--- src/sv/tdfd_pkg.sv ---
// Shared types and constants for the tail-delimited float deframer.
// Holds result kind codes and the result record; no dependencies.
`timescale 1ns / 1ps

package tdfd_pkg;

    localparam int unsigned WORD_W  = 32;
    localparam int unsigned COUNT_W = 9;
    localparam logic [31:0] TAIL_RESET = 32'h7F80_0000;

    typedef enum logic [1:0] {
        KIND_DATA     = 2'd0,
        KIND_OK       = 2'd1,
        KIND_BADLEN   = 2'd2,
        KIND_OVERLONG = 2'd3
    } t_kind;

    typedef struct packed {
        t_kind               kind;
        logic [WORD_W-1:0]   word;
        logic [COUNT_W-1:0]  word_count;
        logic                last;
    } t_result;

endpackage

--- src/sv/tail_delimited_float_deframer.sv ---
// Tail-delimited deframer: byte stream in, payload words and frame status out.
// Depends on tdfd_pkg for the result kind codes and the result record.
`timescale 1ns / 1ps

// Channel  | Dir | Handshake                  | Payload
// ---------+-----+----------------------------+------------------------------------
// in       | in  | i_in_valid / o_in_ready    | i_data_byte[7:0]
// out      | out | o_out_valid / i_out_ready  | o_kind, o_word, o_word_count, o_last
// cfg      | in  | i_cfg_valid / o_cfg_ready  | i_cfg_tail_pattern[31:0]
//
// Each byte beat is processed in the cycle it is accepted; its results (zero, one
// or two) enter a four-entry result queue and appear on the out channel from the
// next cycle on, one beat per ready cycle. A byte is taken every cycle while the
// queue has two free entries, so a stalled consumer back-pressures the input once
// three results are queued. Synchronous active-low reset clears the frame state, the
// queue and restores the tail pattern to 0x7F800000. The cfg port is always ready.

module tail_delimited_float_deframer #(
    parameter int unsigned MAX_PAYLOAD_BYTES = 1024
) (
    input  logic        i_clk,
    input  logic        i_rst_n,

    input  logic        i_in_valid,
    output logic        o_in_ready,
    input  logic [7:0]  i_data_byte,

    output logic        o_out_valid,
    input  logic        i_out_ready,
    output logic [1:0]  o_kind,
    output logic [31:0] o_word,
    output logic [8:0]  o_word_count,
    output logic        o_last,

    input  logic        i_cfg_valid,
    output logic        o_cfg_ready,
    input  logic [31:0] i_cfg_tail_pattern
);

    import tdfd_pkg::*;

    // Payload byte counter saturates at MAX_PAYLOAD_BYTES.
    localparam int unsigned CNT_W = $clog2(MAX_PAYLOAD_BYTES + 1);
    localparam logic [CNT_W-1:0] CNT_MAX = CNT_W'(MAX_PAYLOAD_BYTES);

    localparam int unsigned QDEPTH = 4;
    localparam int unsigned QPTR_W = $clog2(QDEPTH);
    localparam int unsigned QCNT_W = $clog2(QDEPTH + 1);

    // ------------------------------------------------------------------
    // Frame state
    // ------------------------------------------------------------------
    logic [31:0]      r_tail;
    logic [31:0]      r_window,  n_window;      // oldest byte in bits 7:0
    logic [2:0]       r_fill,    n_fill;        // valid window bytes, 0..4
    logic [23:0]      r_partial, n_partial;
    logic [1:0]       r_biw,     n_biw;         // bytes held in r_partial
    logic [CNT_W-1:0] r_payload, n_payload;
    logic             r_overlong, n_overlong;

    // ------------------------------------------------------------------
    // Result queue
    // ------------------------------------------------------------------
    t_result           r_queue [QDEPTH];
    logic [QPTR_W-1:0] r_wr_ptr, n_wr_ptr;
    logic [QPTR_W-1:0] r_rd_ptr, n_rd_ptr;
    logic [QCNT_W-1:0] r_qcount, n_qcount;

    logic in_fire;
    logic out_fire;

    // Per-byte results
    logic       word_done;
    logic       tail_hit;
    logic [7:0] leaving;
    t_result    word_res;
    t_result    end_res;
    t_result    push0;
    logic       push_one;
    logic       push_two;
    logic [CNT_W+8:0] cnt_wide_word;
    logic [CNT_W+8:0] cnt_wide_end;
    t_kind      end_kind;
    logic [QCNT_W-1:0] push_n;

    assign o_cfg_ready = 1'b1;
    // Keep room for the worst case of two results per byte.
    assign o_in_ready  = (r_qcount <= QCNT_W'(QDEPTH - 2));
    assign in_fire     = i_in_valid && o_in_ready;
    assign out_fire    = o_out_valid && i_out_ready;

    // ------------------------------------------------------------------
    // Window shift, packing and tail compare
    // ------------------------------------------------------------------
    always_comb begin
        n_window   = r_window;
        n_fill     = r_fill;
        n_partial  = r_partial;
        n_biw      = r_biw;
        n_payload  = r_payload;
        n_overlong = r_overlong;
        word_done  = 1'b0;
        leaving    = r_window[7:0];

        if (r_fill[2]) begin
            // Full window: shift in, the oldest byte leaves as payload.
            n_window = {i_data_byte, r_window[31:8]};
            if (r_payload >= CNT_MAX) begin
                // Drop the byte, keep any partial word as is.
                n_overlong = 1'b1;
            end else begin
                n_payload = r_payload + CNT_W'(1);
                if (r_biw == 2'd3) begin
                    word_done = 1'b1;
                    n_partial = '0;
                    n_biw     = '0;
                end else begin
                    case (r_biw)
                        2'd0:    n_partial = {r_partial[23:8], leaving};
                        2'd1:    n_partial = {r_partial[23:16], leaving, r_partial[7:0]};
                        2'd2:    n_partial = {leaving, r_partial[15:0]};
                        default: n_partial = r_partial;
                    endcase
                    n_biw = r_biw + 2'd1;
                end
            end
        end else begin
            // Still filling: place the byte at the next free lane.
            case (r_fill[1:0])
                2'd0:    n_window = {r_window[31:8], i_data_byte};
                2'd1:    n_window = {r_window[31:16], i_data_byte, r_window[7:0]};
                2'd2:    n_window = {r_window[31:24], i_data_byte, r_window[15:0]};
                default: n_window = {i_data_byte, r_window[23:0]};
            endcase
            n_fill = r_fill + 3'd1;
        end

        tail_hit = n_fill[2] && (n_window == r_tail);

        cnt_wide_word = {9'd0, n_payload} >> 2;
        cnt_wide_end  = cnt_wide_word;

        if (n_overlong) begin
            end_kind = KIND_OVERLONG;
        end else if (n_payload[1:0] != 2'd0) begin
            end_kind = KIND_BADLEN;
        end else begin
            end_kind = KIND_OK;
        end

        word_res.kind       = KIND_DATA;
        word_res.word       = {leaving, r_partial};
        word_res.word_count = cnt_wide_word[8:0];
        word_res.last       = !tail_hit;

        end_res.kind        = end_kind;
        end_res.word        = '0;
        end_res.word_count  = cnt_wide_end[8:0];
        end_res.last        = 1'b1;

        if (tail_hit) begin
            // Frame end: clear window, packer and counters.
            n_window   = '0;
            n_fill     = '0;
            n_partial  = '0;
            n_biw      = '0;
            n_payload  = '0;
            n_overlong = 1'b0;
        end

        if (!in_fire) begin
            n_window   = r_window;
            n_fill     = r_fill;
            n_partial  = r_partial;
            n_biw      = r_biw;
            n_payload  = r_payload;
            n_overlong = r_overlong;
        end
    end

    // Data word goes first when both results come from the same byte.
    assign push_two = in_fire && word_done && tail_hit;
    assign push_one = in_fire && (word_done ^ tail_hit);
    assign push0    = word_done ? word_res : end_res;
    assign push_n   = push_two ? QCNT_W'(2) : (push_one ? QCNT_W'(1) : QCNT_W'(0));

    always_comb begin
        n_wr_ptr = r_wr_ptr + QPTR_W'(push_n);
        n_rd_ptr = out_fire ? r_rd_ptr + QPTR_W'(1) : r_rd_ptr;
        n_qcount = r_qcount + push_n - (out_fire ? QCNT_W'(1) : QCNT_W'(0));
    end

    // ------------------------------------------------------------------
    // Registers
    // ------------------------------------------------------------------
    always_ff @(posedge i_clk) begin
        if (!i_rst_n) begin
            r_tail     <= TAIL_RESET;
            r_window   <= '0;
            r_fill     <= '0;
            r_partial  <= '0;
            r_biw      <= '0;
            r_payload  <= '0;
            r_overlong <= 1'b0;
            r_wr_ptr   <= '0;
            r_rd_ptr   <= '0;
            r_qcount   <= '0;
        end else begin
            if (i_cfg_valid) begin
                r_tail <= i_cfg_tail_pattern;
            end
            r_window   <= n_window;
            r_fill     <= n_fill;
            r_partial  <= n_partial;
            r_biw      <= n_biw;
            r_payload  <= n_payload;
            r_overlong <= n_overlong;
            r_wr_ptr   <= n_wr_ptr;
            r_rd_ptr   <= n_rd_ptr;
            r_qcount   <= n_qcount;
        end
    end

    // Queue storage: no reset, entries are only read once written.
    always_ff @(posedge i_clk) begin
        if (push_one || push_two) begin
            r_queue[r_wr_ptr] <= push0;
        end
        if (push_two) begin
            r_queue[r_wr_ptr + QPTR_W'(1)] <= end_res;
        end
    end

    // ------------------------------------------------------------------
    // Output channel: head of the queue
    // ------------------------------------------------------------------
    assign o_out_valid  = (r_qcount != '0);
    assign o_kind       = r_queue[r_rd_ptr].kind;
    assign o_word       = r_queue[r_rd_ptr].word;
    assign o_word_count = r_queue[r_rd_ptr].word_count;
    assign o_last       = r_queue[r_rd_ptr].last;

endmodule
--- config.mk ---
export PLATFORM = sky130hd
export DESIGN_NAME = tail_delimited_float_deframer
export DESIGN_NICKNAME = d
export VERILOG_FILES = /design/src/sv/tdfd_pkg.sv /design/src/sv/tail_delimited_float_deframer.sv
export SDC_FILE = /design/constraint.sdc
export NUM_CORES = 1
export LEC_CHECK = 0
export BUFFER_PORTS_ARGS = -buffer_cell sky130_fd_sc_hd__buf_2
export CORE_MARGIN = 2
export CORE_UTILIZATION = 40
export CTS_CLUSTER_DIAMETER = 50
export DETAILED_ROUTE_END_ITERATION = 10
export GPL_TIMING_DRIVEN = 0
export SYNTH_ARGS = -nofsm -noshare
export SYNTH_HDL_FRONTEND = slang
export SYNTH_SLANG_ARGS = --single-unit
--- constraint.sdc ---
create_clock -name i_clk -period 12 [get_ports i_clk]
set_input_delay 1.2 -clock i_clk [delete_from_list [all_inputs] [get_ports i_clk]]
set_output_delay 1.2 -clock i_clk [all_outputs]
set_load 0.03 [all_outputs]
==> reports/metrics.cfg <==
[outcome]
status = finished clean

[power]
power_mw = 2.647
vdd_drop_max_uv = 112.5
powerDensity_mw_per_mm2 = 158.1
power.leakage_nw = 6.415

[critical_path]
worst_path_largest_cell_delay_ns = 0.61
worstPathArrival_ns = 6.42
cp_cell_sequence = inv_1, ha_1, nor3_1, nor3b_1, or3_1, a2111oi_2, nand4_1, or4_1, buf_2, buf_6, buf_6, nor2_1, ha_1, nand2_1, nor3_1, a21oi_2, clkbuf_1, nand2_1
cp-end-kind = register
r2r.worst_path.cells = 18
path_class = register to register
critPathMaxFanout = 11
r2r_slack_ns = 5.71
required_ns = 12.14
reg2reg_to = r_queue[0][43]
r2r-start = r_fill[0]
crit_buf_inv = 5
cp_slowest_cell = or4_1
crit_family = simple AND/OR/NAND/NOR gates
start_kind = register

[synth]
netlist_area_mm2 = 0.01447
syn_avg_cell_area_um2 = 9.413
synthCells = 1537
synth_ff_type = dfxtp_1
synth_nets = 1598
yosysWarnings = 0
synth_cell_types = 59
synth-edff-count = 44
async_flop_share_pct = 0
ys_seq_area_share_pct = 43.17
ys_seq_elements = 290

[floorplanning]
start_util_pct = 40.67
chipHeight_um = 194.2
core_mm2 = 0.03557
rows = 69
die-area_mm2 = 0.03771
ios = 92
fp.dieW_um = 194.2

[layout]
area_growth_pct = 15.77
fin_nets = 1726
layout-drive-gt1-share_pct = 13.17
antennaDiodeCount = 0
final_util_pct = 47.09

[timing]
rsz0062_at_grt = no
final_hold_viol_count = 0
maxSlewViolCount = 0
setup-tns-final_ns = 0
tightest_slew_ns = 1.196
layout_min_cycle_time_ns = 6.289
relSlewSlack_pct = 20.13
clock_skew_ns = 0.02575
post-route-period-util_pct = 52.41
setup_viol = 0
timing.fmax_ghz = 0.1590

[grt]
grt_pass1_vias = 12730
grt_max_degree = 13
grt_pass1_wl_um = 74600
grt_overflow_total = 0
grt_antenna_before_repair = 0
grt_usage_pct = 25.03

[clock_network]
cts_made_buffers = 38
post_cts_buffers = 0
h-tree-depth = 2
cts.sinks = 290
clkLatencyLatePin_ns = 0.53
tritoncts = done
clock-root-buffer = clkbuf_16
cts_resized = 0
hold_buffers = 0
path_clk_slew_ns = 0.06
clk_path_buf_depth = 3

[routing]
vias = 12840
wl_um = 48460
wire_per_inst_um = 22.50
first_pass_iters = 5
drtIter0Drc = 1015
ant_nets = 0
vias_per_cell = 5.959
drc = 0

[worst_hold_path]
min_to = r_queue[3][13]
holdCritPathClass = register to register
min_path_cells = 2
min_from = r_queue[3][13]

[placement]
portBuffers = 88
gp_congestion = 0.9136
dpl.hpwl_um = 34520

[run]
drv_cap = 0

## flip-flops by register name, indices dropped and copies added (netlist names), named ones only
register and cells:
r_qcount 3, r_rd_ptr 2, r_wr_ptr 2, r_tail 32, r_biw 2, r_payload 11
r_window 32, r_fill 3, r_overlong 1, r_queue 176, r_partial 24
## worst min-delay path, stage by stage, from the launching register on
cell and delay (ns):
dfxtp_1 0.30, o21ai_0 0.06, mux2i_1 0.06
## layer usage
| layer | share of wire [%] | vias to the layer above | track usage, % | wire [um] |
|---|---|---|---|---|
| li1 | - | 5886 | - | - |
| met1 | 43 | 6302 | 33.37 | 20850 |
| met2 | 46 | 556 | 40.96 | 22480 |
| met3 | 7.5 | 92 | 3.966 | 3612 |
| met5 | 0 | - | 0 | 0 |
| met4 | 3.1 | 0 | 9.343 | 1520 |
## final cells by class
| cell class | instances | area [um^2] |
|---|---|---|
| fillers | 3442 | 18820 |
| multi-input cells | 1087 | 7566 |
| flip-flops and latches | 290 | 6246 |
| clock buffers | 52 | 1059 |
| plain buffers | 145 | 599.3 |
| well taps | 461 | 576.8 |
| repair buffers | 88 | 440.4 |
| clock inverters | 16 | 205.2 |
| inverters | 15 | 56.30 |
## Yosys cell counts, types with 19 or more instances
cell type,n,area (um^2)
a21oi_1,69,345.3
a22oi_1,23,172.7
and3_1,39,244.0
clkbuf_1,108,405.4
dfxtp_1,246,4925
edfxtp_1,44,1321
mux2i_1,162,1622
mux4_2,44,991.0
nand2_1,109,409.1
nand3b_1,19,142.6
nor2_1,113,424.2
nor3_1,24,120.1
o21ai_0,243,1216
o22ai_1,30,187.7
## logic make-up (layout without fill, tap and decap cells)
group | Yosys count | after routing | share of synthesized area [%]
adders and majority gates | 16 | 16 | 1.436
and+or+nand+nor | 390 | 390 | 13.22
buffers and inverters | 160 | 316 | 4.532
DFF | 290 | 290 | 43.17
other | 1 | 1 | 0.02592
xor gates and xnor gates | 23 | 23 | 1.392
muxes | 208 | 208 | 18.21
AOI/OAI and AO/OA | 449 | 449 | 18.01
## metrics by stage
step           cell area (um^2)  hold WS (ns)  cells  setup slack [ns]
3_5_place_dp              15480        0.4652   2086             5.421
5_1_grt                   16750        0.4875   2154             5.515
2_1_floorplan             14470        0.4427   1537             6.803
3_3_place_gp              15480        0.4587   2086             5.436
6_report                  16750        0.4744   2154             5.711
4_1_cts                   16750        0.4727   2154             5.837
## where the power goes
part           switching (mW)  internal [mW]
Combinational           0.291          0.169
Sequential             0.0252           1.01
Clock                   0.444          0.708
Total                   0.761           1.89
## cell usage in the layout, fill, tap and decap left out, drive strengths merged, types with 19 or more instances in the layout
cell type    n
nor3        24
nand2      109
a22oi       23
o22ai       31
dfxtp      246
o21ai      244
mux4        44
nor2       113
mux2i      162
clkbuf     160
a21oi       71
edfxtp      44
buf        125
nand3b      19
and3        39
## worst max-delay path by stage
| stage | startpoint | end | slack (ns) | depth (start not counted) |
|---|---|---|---|---|
| after floorplan | i_data_byte[6] | r_qcount[2] | 6.80 | 20 |
| after global placement | i_data_byte[6] | r_queue[0][42] | 5.44 | 17 |
| after detailed placement | i_data_byte[6] | r_queue[0][43] | 5.42 | 17 |
| after CTS | r_fill[0] | r_queue[0][42] | 5.84 | 18 |
| after global routing | r_fill[0] | r_queue[0][43] | 5.51 | 18 |
| final | r_fill[0] | r_queue[0][43] | 5.71 | 18 |
Power figures use the tool's default switching activity.
